**config.mk**
```make
export PLATFORM = sky130hd
export DESIGN_NAME = ldn_directional_code_unit
export DESIGN_NICKNAME = d
export VERILOG_FILES = /design/src/hdl/ldn_pkg.sv /design/src/hdl/ldn_dir_lane.sv /design/src/hdl/ldn_merge.sv /design/src/hdl/ldn_directional_code_unit.sv
export SDC_FILE = /design/constraint.sdc
export NUM_CORES = 2
export LEC_CHECK = 0
export ABC_CLOCK_PERIOD_IN_PS = 6820
export BUFFER_PORTS_ARGS = -buffer_cell sky130_fd_sc_hd__buf_2
export CAP_MARGIN = 20
export CELL_PAD_IN_SITES_DETAIL_PLACEMENT = 1
export CELL_PAD_IN_SITES_GLOBAL_PLACEMENT = 2
export CORE_MARGIN = 2
export CORE_UTILIZATION = 36
export CTS_BUF_LIST = sky130_fd_sc_hd__clkbuf_8
export CTS_CLUSTER_SIZE = 20
export DETAILED_ROUTE_END_ITERATION = 8
export GPL_ROUTABILITY_DRIVEN = 0
export PLACE_DENSITY = 0.77
export SYNTH_ARGS = -nofsm -noshare
export SYNTH_HDL_FRONTEND = slang
export SYNTH_SLANG_ARGS = --single-unit
```
**constraint.sdc**
```tcl
create_clock -name clk -period 6.82 [get_ports clk]
set_input_delay 1.364 -clock clk [delete_from_list [all_inputs] [get_ports clk]]
set_output_delay 1.364 -clock clk [all_outputs]
set_load 0.03 [all_outputs]
```
**src/hdl/ldn_pkg.sv**
```systemverilog
// shared constants, types and mask weights of the directional code unit
package ldn_pkg;

    // window and direction geometry
    localparam int NUM_DIRS = 8;
    localparam int PIX_BITS = 8;
    localparam int DIR_W    = $clog2(NUM_DIRS);
    localparam int CODE_W   = 2 * DIR_W;
    localparam int HALF     = NUM_DIRS / 2;
    localparam int PAIRS    = NUM_DIRS / 2;

    // q24 gaussian-derivative weights
    localparam int GA_WEIGHT = 11863283;
    localparam int GB_WEIGHT = 44;
    localparam int GA_BITS   = 24;

    // signed response width: |ga * diff| plus the small gb term stays below 2^(24 + PIX_BITS)
    localparam int RESP_W = PIX_BITS + GA_BITS + 1;

    // mask selection codes
    localparam logic MODE_KIRSCH = 1'b0;
    localparam logic MODE_GAUSS  = 1'b1;

    typedef logic [PIX_BITS-1:0]      pix_t;
    typedef pix_t [NUM_DIRS-1:0]      ring_t;
    typedef logic signed [RESP_W-1:0] resp_t;
    typedef resp_t [NUM_DIRS-1:0]     resp_vec_t;
    typedef logic [DIR_W-1:0]         dir_t;
    typedef logic [CODE_W-1:0]        code_t;

    // one beat of lane responses handed to the merge stage
    typedef struct packed {
        logic      valid;
        resp_vec_t resp;
    } lane_beat_t;

endpackage

```
**src/hdl/ldn_dir_lane.sv**
```systemverilog
// one direction lane: mask response of the ring rotated to its direction
module ldn_dir_lane (
    input  logic          clk,
    input  logic          mode,
    input  ldn_pkg::ring_t ring,
    output ldn_pkg::resp_t resp
);

    localparam ldn_pkg::resp_t GA_W = ldn_pkg::resp_t'(ldn_pkg::GA_WEIGHT);
    localparam ldn_pkg::resp_t GB_W = ldn_pkg::resp_t'(ldn_pkg::GB_WEIGHT);

    logic [ldn_pkg::PIX_BITS+1:0]        pos_sum;
    logic [ldn_pkg::PIX_BITS+2:0]        ring_sum;
    ldn_pkg::resp_t                      kirsch_resp;
    logic signed [ldn_pkg::PIX_BITS:0]   diff_a;
    logic signed [ldn_pkg::PIX_BITS+2:0] diff_b;
    ldn_pkg::resp_t                      prod_a;
    ldn_pkg::resp_t                      prod_b;
    ldn_pkg::resp_t                      resp_next;
    ldn_pkg::resp_t                      resp_reg;

    // kirsch: 5 * front three - 3 * back five == 8 * front - 3 * whole ring
    always_comb
    begin
        pos_sum = {2'b00, ring[ldn_pkg::NUM_DIRS-1]} + {2'b00, ring[0]} + {2'b00, ring[1]};
        ring_sum = '0;
        for (int k = 0; k < ldn_pkg::NUM_DIRS; k++)
        begin
            ring_sum = ring_sum + {3'b000, ring[k]};
        end
        kirsch_resp = ldn_pkg::resp_t'({pos_sum, 3'b000})
                    - (ldn_pkg::resp_t'(ring_sum) + ldn_pkg::resp_t'({ring_sum, 1'b0}));
    end

    // gaussian derivative: ga across the axis, gb on the flanking taps
    always_comb
    begin
        diff_a = signed'({1'b0, ring[ldn_pkg::HALF]}) - signed'({1'b0, ring[0]});
        diff_b = signed'({3'b000, ring[ldn_pkg::HALF-1]})
               + signed'({3'b000, ring[ldn_pkg::HALF+1]})
               - signed'({3'b000, ring[1]})
               - signed'({3'b000, ring[ldn_pkg::NUM_DIRS-1]});
        prod_a = ldn_pkg::resp_t'(diff_a) * GA_W;
        prod_b = ldn_pkg::resp_t'(diff_b) * GB_W;
    end

    // mask family select
    always_comb
    begin
        unique case (mode)
            ldn_pkg::MODE_GAUSS:  resp_next = prod_a + prod_b;
            ldn_pkg::MODE_KIRSCH: resp_next = kirsch_resp;
            default:              resp_next = kirsch_resp;
        endcase
    end

    // response register
    always_ff @(posedge clk)
    begin
        resp_reg <= resp_next;
    end

    assign resp = resp_reg;

endmodule

```
**src/hdl/ldn_merge.sv**
```systemverilog
// merge stage: registered tree search for the largest and smallest response
module ldn_merge (
    input  logic                clk,
    input  logic                rst_n,
    input  ldn_pkg::lane_beat_t lanes,
    output logic                done,
    output ldn_pkg::code_t      dir_code
);

    ldn_pkg::resp_t hi_val_next [ldn_pkg::PAIRS];
    ldn_pkg::resp_t lo_val_next [ldn_pkg::PAIRS];
    ldn_pkg::dir_t  hi_idx_next [ldn_pkg::PAIRS];
    ldn_pkg::dir_t  lo_idx_next [ldn_pkg::PAIRS];
    ldn_pkg::resp_t hi_val_reg  [ldn_pkg::PAIRS];
    ldn_pkg::resp_t lo_val_reg  [ldn_pkg::PAIRS];
    ldn_pkg::dir_t  hi_idx_reg  [ldn_pkg::PAIRS];
    ldn_pkg::dir_t  lo_idx_reg  [ldn_pkg::PAIRS];
    logic           lvl_valid_reg;

    ldn_pkg::resp_t hi_mid_val [2];
    ldn_pkg::resp_t lo_mid_val [2];
    ldn_pkg::dir_t  hi_mid_idx [2];
    ldn_pkg::dir_t  lo_mid_idx [2];
    ldn_pkg::resp_t hi_fin_val;
    ldn_pkg::resp_t lo_fin_val;
    ldn_pkg::dir_t  hi_fin_idx;
    ldn_pkg::dir_t  lo_fin_idx;
    ldn_pkg::code_t code_next;
    ldn_pkg::code_t code_reg;
    logic           done_reg;

    // first level: neighbor pairs, the lower index keeps ties
    always_comb
    begin
        for (int i = 0; i < ldn_pkg::PAIRS; i++)
        begin
            if ($signed(lanes.resp[2*i+1]) > $signed(lanes.resp[2*i]))
            begin
                hi_val_next[i] = lanes.resp[2*i+1];
                hi_idx_next[i] = ldn_pkg::DIR_W'(2*i+1);
            end
            else
            begin
                hi_val_next[i] = lanes.resp[2*i];
                hi_idx_next[i] = ldn_pkg::DIR_W'(2*i);
            end
            if ($signed(lanes.resp[2*i+1]) < $signed(lanes.resp[2*i]))
            begin
                lo_val_next[i] = lanes.resp[2*i+1];
                lo_idx_next[i] = ldn_pkg::DIR_W'(2*i+1);
            end
            else
            begin
                lo_val_next[i] = lanes.resp[2*i];
                lo_idx_next[i] = ldn_pkg::DIR_W'(2*i);
            end
        end
    end

    // first level registers
    always_ff @(posedge clk)
    begin
        for (int i = 0; i < ldn_pkg::PAIRS; i++)
        begin
            hi_val_reg[i] <= hi_val_next[i];
            lo_val_reg[i] <= lo_val_next[i];
            hi_idx_reg[i] <= hi_idx_next[i];
            lo_idx_reg[i] <= lo_idx_next[i];
        end
    end

    // remaining two levels, again the left side keeps ties
    always_comb
    begin
        for (int j = 0; j < 2; j++)
        begin
            if ($signed(hi_val_reg[2*j+1]) > $signed(hi_val_reg[2*j]))
            begin
                hi_mid_val[j] = hi_val_reg[2*j+1];
                hi_mid_idx[j] = hi_idx_reg[2*j+1];
            end
            else
            begin
                hi_mid_val[j] = hi_val_reg[2*j];
                hi_mid_idx[j] = hi_idx_reg[2*j];
            end
            if ($signed(lo_val_reg[2*j+1]) < $signed(lo_val_reg[2*j]))
            begin
                lo_mid_val[j] = lo_val_reg[2*j+1];
                lo_mid_idx[j] = lo_idx_reg[2*j+1];
            end
            else
            begin
                lo_mid_val[j] = lo_val_reg[2*j];
                lo_mid_idx[j] = lo_idx_reg[2*j];
            end
        end
        if ($signed(hi_mid_val[1]) > $signed(hi_mid_val[0]))
        begin
            hi_fin_val = hi_mid_val[1];
            hi_fin_idx = hi_mid_idx[1];
        end
        else
        begin
            hi_fin_val = hi_mid_val[0];
            hi_fin_idx = hi_mid_idx[0];
        end
        if ($signed(lo_mid_val[1]) < $signed(lo_mid_val[0]))
        begin
            lo_fin_val = lo_mid_val[1];
            lo_fin_idx = lo_mid_idx[1];
        end
        else
        begin
            lo_fin_val = lo_mid_val[0];
            lo_fin_idx = lo_mid_idx[0];
        end
        code_next = {hi_fin_idx, lo_fin_idx};
    end

    // result register
    always_ff @(posedge clk)
    begin
        code_reg <= code_next;
    end

    // beat tracking through the two merge levels
    always_ff @(posedge clk or negedge rst_n)
    begin
        if (!rst_n)
        begin
            lvl_valid_reg <= 1'b0;
            done_reg      <= 1'b0;
        end
        else
        begin
            lvl_valid_reg <= lanes.valid;
            done_reg      <= lvl_valid_reg;
        end
    end

    assign done     = done_reg;
    assign dir_code = code_reg;

    // winners of pair 0 are ordered
    a_pair0_order: assert property (@(posedge clk) disable iff (!rst_n)
        lvl_valid_reg |-> ($signed(hi_val_reg[0]) >= $signed(lo_val_reg[0])))
        else $error("pair 0 max below min");

    // same direction for max and min only when all responses agree
    a_same_dir_flat: assert property (@(posedge clk) disable iff (!rst_n)
        (lvl_valid_reg && (hi_fin_idx == lo_fin_idx)) |-> (hi_fin_val == lo_fin_val))
        else $error("max and min share a direction with different values");

    // final max never below final min
    a_fin_order: assert property (@(posedge clk) disable iff (!rst_n)
        lvl_valid_reg |-> ($signed(hi_fin_val) >= $signed(lo_fin_val)))
        else $error("final max below final min");

endmodule

```
**src/hdl/ldn_directional_code_unit.sv**
```systemverilog
// top level of the local directional number code unit
//
// usage
//   input beat: pix_nw .. pix_se (one 3x3 window) is taken at a rising edge with
//   start high and busy low; busy is always low, so one window per clock is taken.
//   result beat: dir_code is valid for exactly one cycle while done is high,
//   dir_code = 8 * direction of largest response + direction of smallest response,
//   ties go to the lowest direction (0 east, counterclockwise to 7 southeast).
//   config: cfg_wr_en writes cfg_wr_data into mask_mode (0 kirsch, 1 gaussian);
//   the user must write it only while no window is in flight; the block does not enforce this.
// pipeline and throughput
//   done rises once the window has passed the response registers of the eight lanes
//   (two constant multiplies each in gaussian mode) and the first-level and result
//   registers of the max/min merge tree. one window per clock, fully pipelined.
// reset
//   rst_n clears the beat pipeline and sets mask_mode to kirsch; no result is lost
//   to a stall because the receiver always takes the done beat.
module ldn_directional_code_unit (
    input  logic                 clk,
    input  logic                 rst_n,
    input  logic                 start,
    output logic                 busy,
    input  logic                 cfg_wr_en,
    input  logic                 cfg_wr_data,
    input  ldn_pkg::pix_t        pix_nw,
    input  ldn_pkg::pix_t        pix_n,
    input  ldn_pkg::pix_t        pix_ne,
    input  ldn_pkg::pix_t        pix_w,
    input  ldn_pkg::pix_t        pix_center,
    input  ldn_pkg::pix_t        pix_e,
    input  ldn_pkg::pix_t        pix_sw,
    input  ldn_pkg::pix_t        pix_s,
    input  ldn_pkg::pix_t        pix_se,
    output logic                 done,
    output logic [5:0]           dir_code
);

    logic                mask_mode_reg;
    logic                lane_valid_reg;
    logic                accept;
    ldn_pkg::ring_t      ring;
    ldn_pkg::resp_vec_t  lane_resp;
    ldn_pkg::lane_beat_t lane_beat;
    ldn_pkg::code_t      merge_code;
    logic                center_unused;

    // pipelined, never stalls
    assign busy   = 1'b0;
    assign accept = start && !busy;

    // center tap has zero weight in every mask
    assign center_unused = ^pix_center;

    // ring of neighbors, counterclockwise from east
    assign ring[0] = pix_e;
    assign ring[1] = pix_ne;
    assign ring[2] = pix_n;
    assign ring[3] = pix_nw;
    assign ring[4] = pix_w;
    assign ring[5] = pix_sw;
    assign ring[6] = pix_s;
    assign ring[7] = pix_se;

    // mask mode register
    always_ff @(posedge clk or negedge rst_n)
    begin
        if (!rst_n)
        begin
            mask_mode_reg <= ldn_pkg::MODE_KIRSCH;
        end
        else if (cfg_wr_en)
        begin
            mask_mode_reg <= cfg_wr_data;
        end
    end

    // beat valid alongside the lane registers
    always_ff @(posedge clk or negedge rst_n)
    begin
        if (!rst_n)
        begin
            lane_valid_reg <= 1'b0;
        end
        else
        begin
            lane_valid_reg <= accept;
        end
    end

    // one lane per direction, each sees the ring rotated to its direction
    for (genvar d = 0; d < ldn_pkg::NUM_DIRS; d++)
    begin : g_lane
        ldn_pkg::ring_t rot;
        for (genvar k = 0; k < ldn_pkg::NUM_DIRS; k++)
        begin : g_tap
            assign rot[k] = ring[(d + k) % ldn_pkg::NUM_DIRS];
        end
        ldn_dir_lane u_lane (
            .clk  (clk),
            .mode (mask_mode_reg),
            .ring (rot),
            .resp (lane_resp[d])
        );
    end

    assign lane_beat.valid = lane_valid_reg;
    assign lane_beat.resp  = lane_resp;

    // max/min merge
    ldn_merge u_merge (
        .clk      (clk),
        .rst_n    (rst_n),
        .lanes    (lane_beat),
        .done     (done),
        .dir_code (merge_code)
    );

    assign dir_code = merge_code[5:0];

    // every result beat traces back to an accepted window through the lane and merge valid registers
    a_done_has_start: assert property (@(posedge clk) disable iff (!rst_n)
        done |-> $past(start, 3))
        else $error("result beat without a matching input beat");

endmodule
```
==> impl_results.md <==
- Library cell used as clock root buffer: sky130_fd_sc_hd__clkbuf_8
- Violations in the final reports: negative setup slack
- Clock buffer count from CTS: 95
- Detailed-route DRC error count: 0
- Register cell area after layout: 11000 um2
- Nets: 17200
- Post-synth top area cell: sky130_fd_sc_hd__ha_1
- Total wire length: 442000 um
- Fraction of registers with async set/reset: 0.733%
- Transition time of the tightest slew-check pin: 1.11 ns
- Clock latency reported for the late side of the worst-skew pair: 0.87 ns
- Overall fraction of global-route tracks in use: 31.0%
- Cts hold-fix bufs: 0
- Core Footprint: 274000 um2
- Number of distinct library cell variants in the gate-level netlist after synthesis: 92
- Sort of element at the start of the critical path: primary input
- Crit-path slowest cell: sky130_fd_sc_hd__fa_1
- CTS HTree Levels: 3
- Share of cells above drive strength 1: 32.6%
- Syn. warnings: 0
- Antenna Nets Post-Route: 0
- Count of final max-slew check failures: 0
- Worst EP required: 7.49 ns
- Number of global-route vias before repair: 104000
- Critical path endpoint category: flop
- Worst Clk Skew: 0.0910 ns
- Count of buffers inserted at the top-level ports: 75
- Count of endpoints failing hold in the final timing report: 0
- Period utilisation layout: 140%
- Delay contributed by the slowest stage of the critical path: 0.52 ns
- Cells after Synth: 11000
- Number of iterations in the first detailed-routing pass: 6
- Layout overhead on the synthesized area: 40.1%
- Die width: 529 um
- Max-Slew Margin vs Limit: 25.8%
- Via count of the routed design: 92900
- Area of the mapped netlist: 99400 um2
- Number of flip-flops under the largest register name: 264
- Most used flip-flop cell after synthesis: sky130_fd_sc_hd__dfxtp_1
- Area of combinational cells with multiple inputs: 88200 um2
- Highest fanout seen on the critical path: 6
- Maximum clock path buffer count: 3
- Highest achievable clock rate: 104 MHz
- Wire length per cell after detailed routing: 24.9 um
- CP delay by family, top: adder cells
- Clock slew at reported path FFs: 0.06 ns
- Placement Rows: 192
- HPWL reported at the end of detailed placement: 374000 um
- Post-layout minimum cycle time: 9.57 ns
- Syn nets: 14200
- Buffers plus inverters on the worst setup path: 14
- Height of the chip: 529 um
- Initial antenna violation count: 32
- Critical path class: primary input to flop
- IO Count: 85
- Top area cells in the synthesized netlist: sky130_fd_sc_hd__ha_1 (26%), sky130_fd_sc_hd__fa_1 (21%), sky130_fd_sc_hd__dfxtp_1 (11%), sky130_fd_sc_hd__inv_1 (9.0%), sky130_fd_sc_hd__xnor2_1 (4.3%)
- Fraction of synthesized cell area taken by the top area cell type: 26.2%
- Post-Route Hold Slack: 0.317 ns
- Hold Path Class: primary input to async pin
- Result of the run: finished, violations left
- Initial Utilization: 36.3%
- Final critical-path setup slack: -2.75 ns
- Grt total ovfl: 0
- Layout fillers: 31200
- Max-Cap Viols: 0
- Largest net degree at the start of global routing: 70
- Flop and latch count out of synthesis: 546
- Count of flip-flops with a built-in enable after synthesis: 0
- Clock tree from TritonCTS: built
- Setup repair after global routing missed its margin: yes
- Proportion of synthesized chip area in sequential cells: 11.0%
- Die footprint: 280000 um2
- Detailed router's first-iteration violation count: 5444
- Vias/cell: 5.22
- Average cell area after synthesis: 9.01 um2
- Clock sinks: 546
- Number of endpoints failing setup at the final stage: 229
- WP data arrival: 10.25 ns
- Wire length of the first global-routing pass: 650000 um
[final cells by class]
cell class                      instances  area share [%]
Timing Repair Buffer                 3023            17.4
Inverter                             2394            6.53
Sequential cell                       546            7.87
Tap cell                             3686            3.31
Clock inverter                         54           0.397
Antenna cell                            7          0.0126
Multi-Input combinational cell       7967            63.3
Clock buffer                          118            1.17
[per-stage QoR]
stage          std cells  TNS [ns]  area, um2  setup WS [ns]  utilization [%]
2_1_floorplan      11000   -366.68     103000          -3.17                -
3_3_place_gp       17300   -620.09     129000          -3.84             47.0
3_5_place_dp       17300   -653.68     129000          -3.92             47.0
4_1_cts            17700   -366.39     138000          -2.62             50.2
5_1_grt            17800   -464.03     139000          -2.99             50.8
6_report           17800   -412.78     139000          -2.75             50.8
[kinds of logic after synthesis]
family | Yosys count | synth area share (%)
compound gates | 2314 | 14.9
xor+xnor | 714 | 6.36
fa+ha+maj | 3127 | 47.3
buf+inv | 2521 | 9.56
flops | 546 | 11.0
mux | 332 | 3.64
other cells | 1 | 0.00377
simple gates | 1479 | 7.20
[final timing paths]
kind                                              startpoint                           endpoint  slack, ns  depth (start not counted)
setup / recovery                                    pix_n[1]  g_lane[7].u_lane.resp[28]$_DFF_P_      -2.75                         46
hold / removal                                         rst_n           lane_valid_reg$_DFF_PN0_       0.32                          1
setup reg to reg           u_merge.lo_val_reg[2][10]$_DFF_P_        u_merge.dir_code[1]$_DFF_P_       0.24                         24
hold reg to reg              u_merge.lvl_valid_reg$_DFF_PN0_             u_merge.done$_DFF_PN0_       0.35                          0
max in group asynchronous                              rst_n          mask_mode_reg$_DFFE_PN0P_       6.37                          1
min in group clk             u_merge.lvl_valid_reg$_DFF_PN0_             u_merge.done$_DFF_PN0_       0.35                          0
[metal layers]
metal,wire length (um),track usage [%],vias up
met5,27,0,-
met4,28900,17.2,4
met3,25600,4.89,971
met2,204000,51.2,2601
met1,183000,38.3,46900
li1,-,-,42500
[placed cells by master (no fill, tap or decap), drive strengths merged, types with 20 or more instances in the layout]
cell,count
or2,33
buf,3021
xnor2,490
a211o,22
a21boi,56
o21bai,183
dfxtp,542
ha,2079
inv,2399
nand2b,84
o41ai,23
nor2b,115
or3,56
o211ai,30
nor3,132
o22ai,40
xor2,219
a21o,422
clkinv,20
nand3,101
mux2i,94
and3,40
nor4,21
a211oi,43
a21oi,642
o31ai,37
nor2,379
mux2,238
fa,1048
o21a,151
a31oi,58
clkbuf,118
nand4,73
o21ai,473
nand2,385
[synth_stat cells, types with 132 or more instances]
| master | instances |
|---|---|
| sky130_fd_sc_hd__dfxtp_1 | 542 |
| sky130_fd_sc_hd__nand2_1 | 385 |
| sky130_fd_sc_hd__fa_1 | 1048 |
| sky130_fd_sc_hd__o21a_1 | 151 |
| sky130_fd_sc_hd__xor2_1 | 219 |
| sky130_fd_sc_hd__inv_1 | 2384 |
| sky130_fd_sc_hd__a21oi_1 | 642 |
| sky130_fd_sc_hd__mux2_1 | 217 |
| sky130_fd_sc_hd__o21ai_0 | 255 |
| sky130_fd_sc_hd__nor2_1 | 379 |
| sky130_fd_sc_hd__o21bai_1 | 183 |
| sky130_fd_sc_hd__ha_1 | 2079 |
| sky130_fd_sc_hd__nor3_1 | 132 |
| sky130_fd_sc_hd__a21o_1 | 421 |
| sky130_fd_sc_hd__o21ai_1 | 218 |
| sky130_fd_sc_hd__xnor2_1 | 490 |
[repair_timing]
| item | 4_1_cts | 5_1_grt |
|---|---|---|
| resized for setup | 1020 | 241 |
| setup buffers | 248 | 73 |
| gates cloned | 3 | 0 |
| setup endpoints to repair | 227 | 233 |
| pin swaps | 751 | 386 |
Power is not shown: default switching activity piles up to over one toggle a cycle in this logic, so the estimate is an artifact.
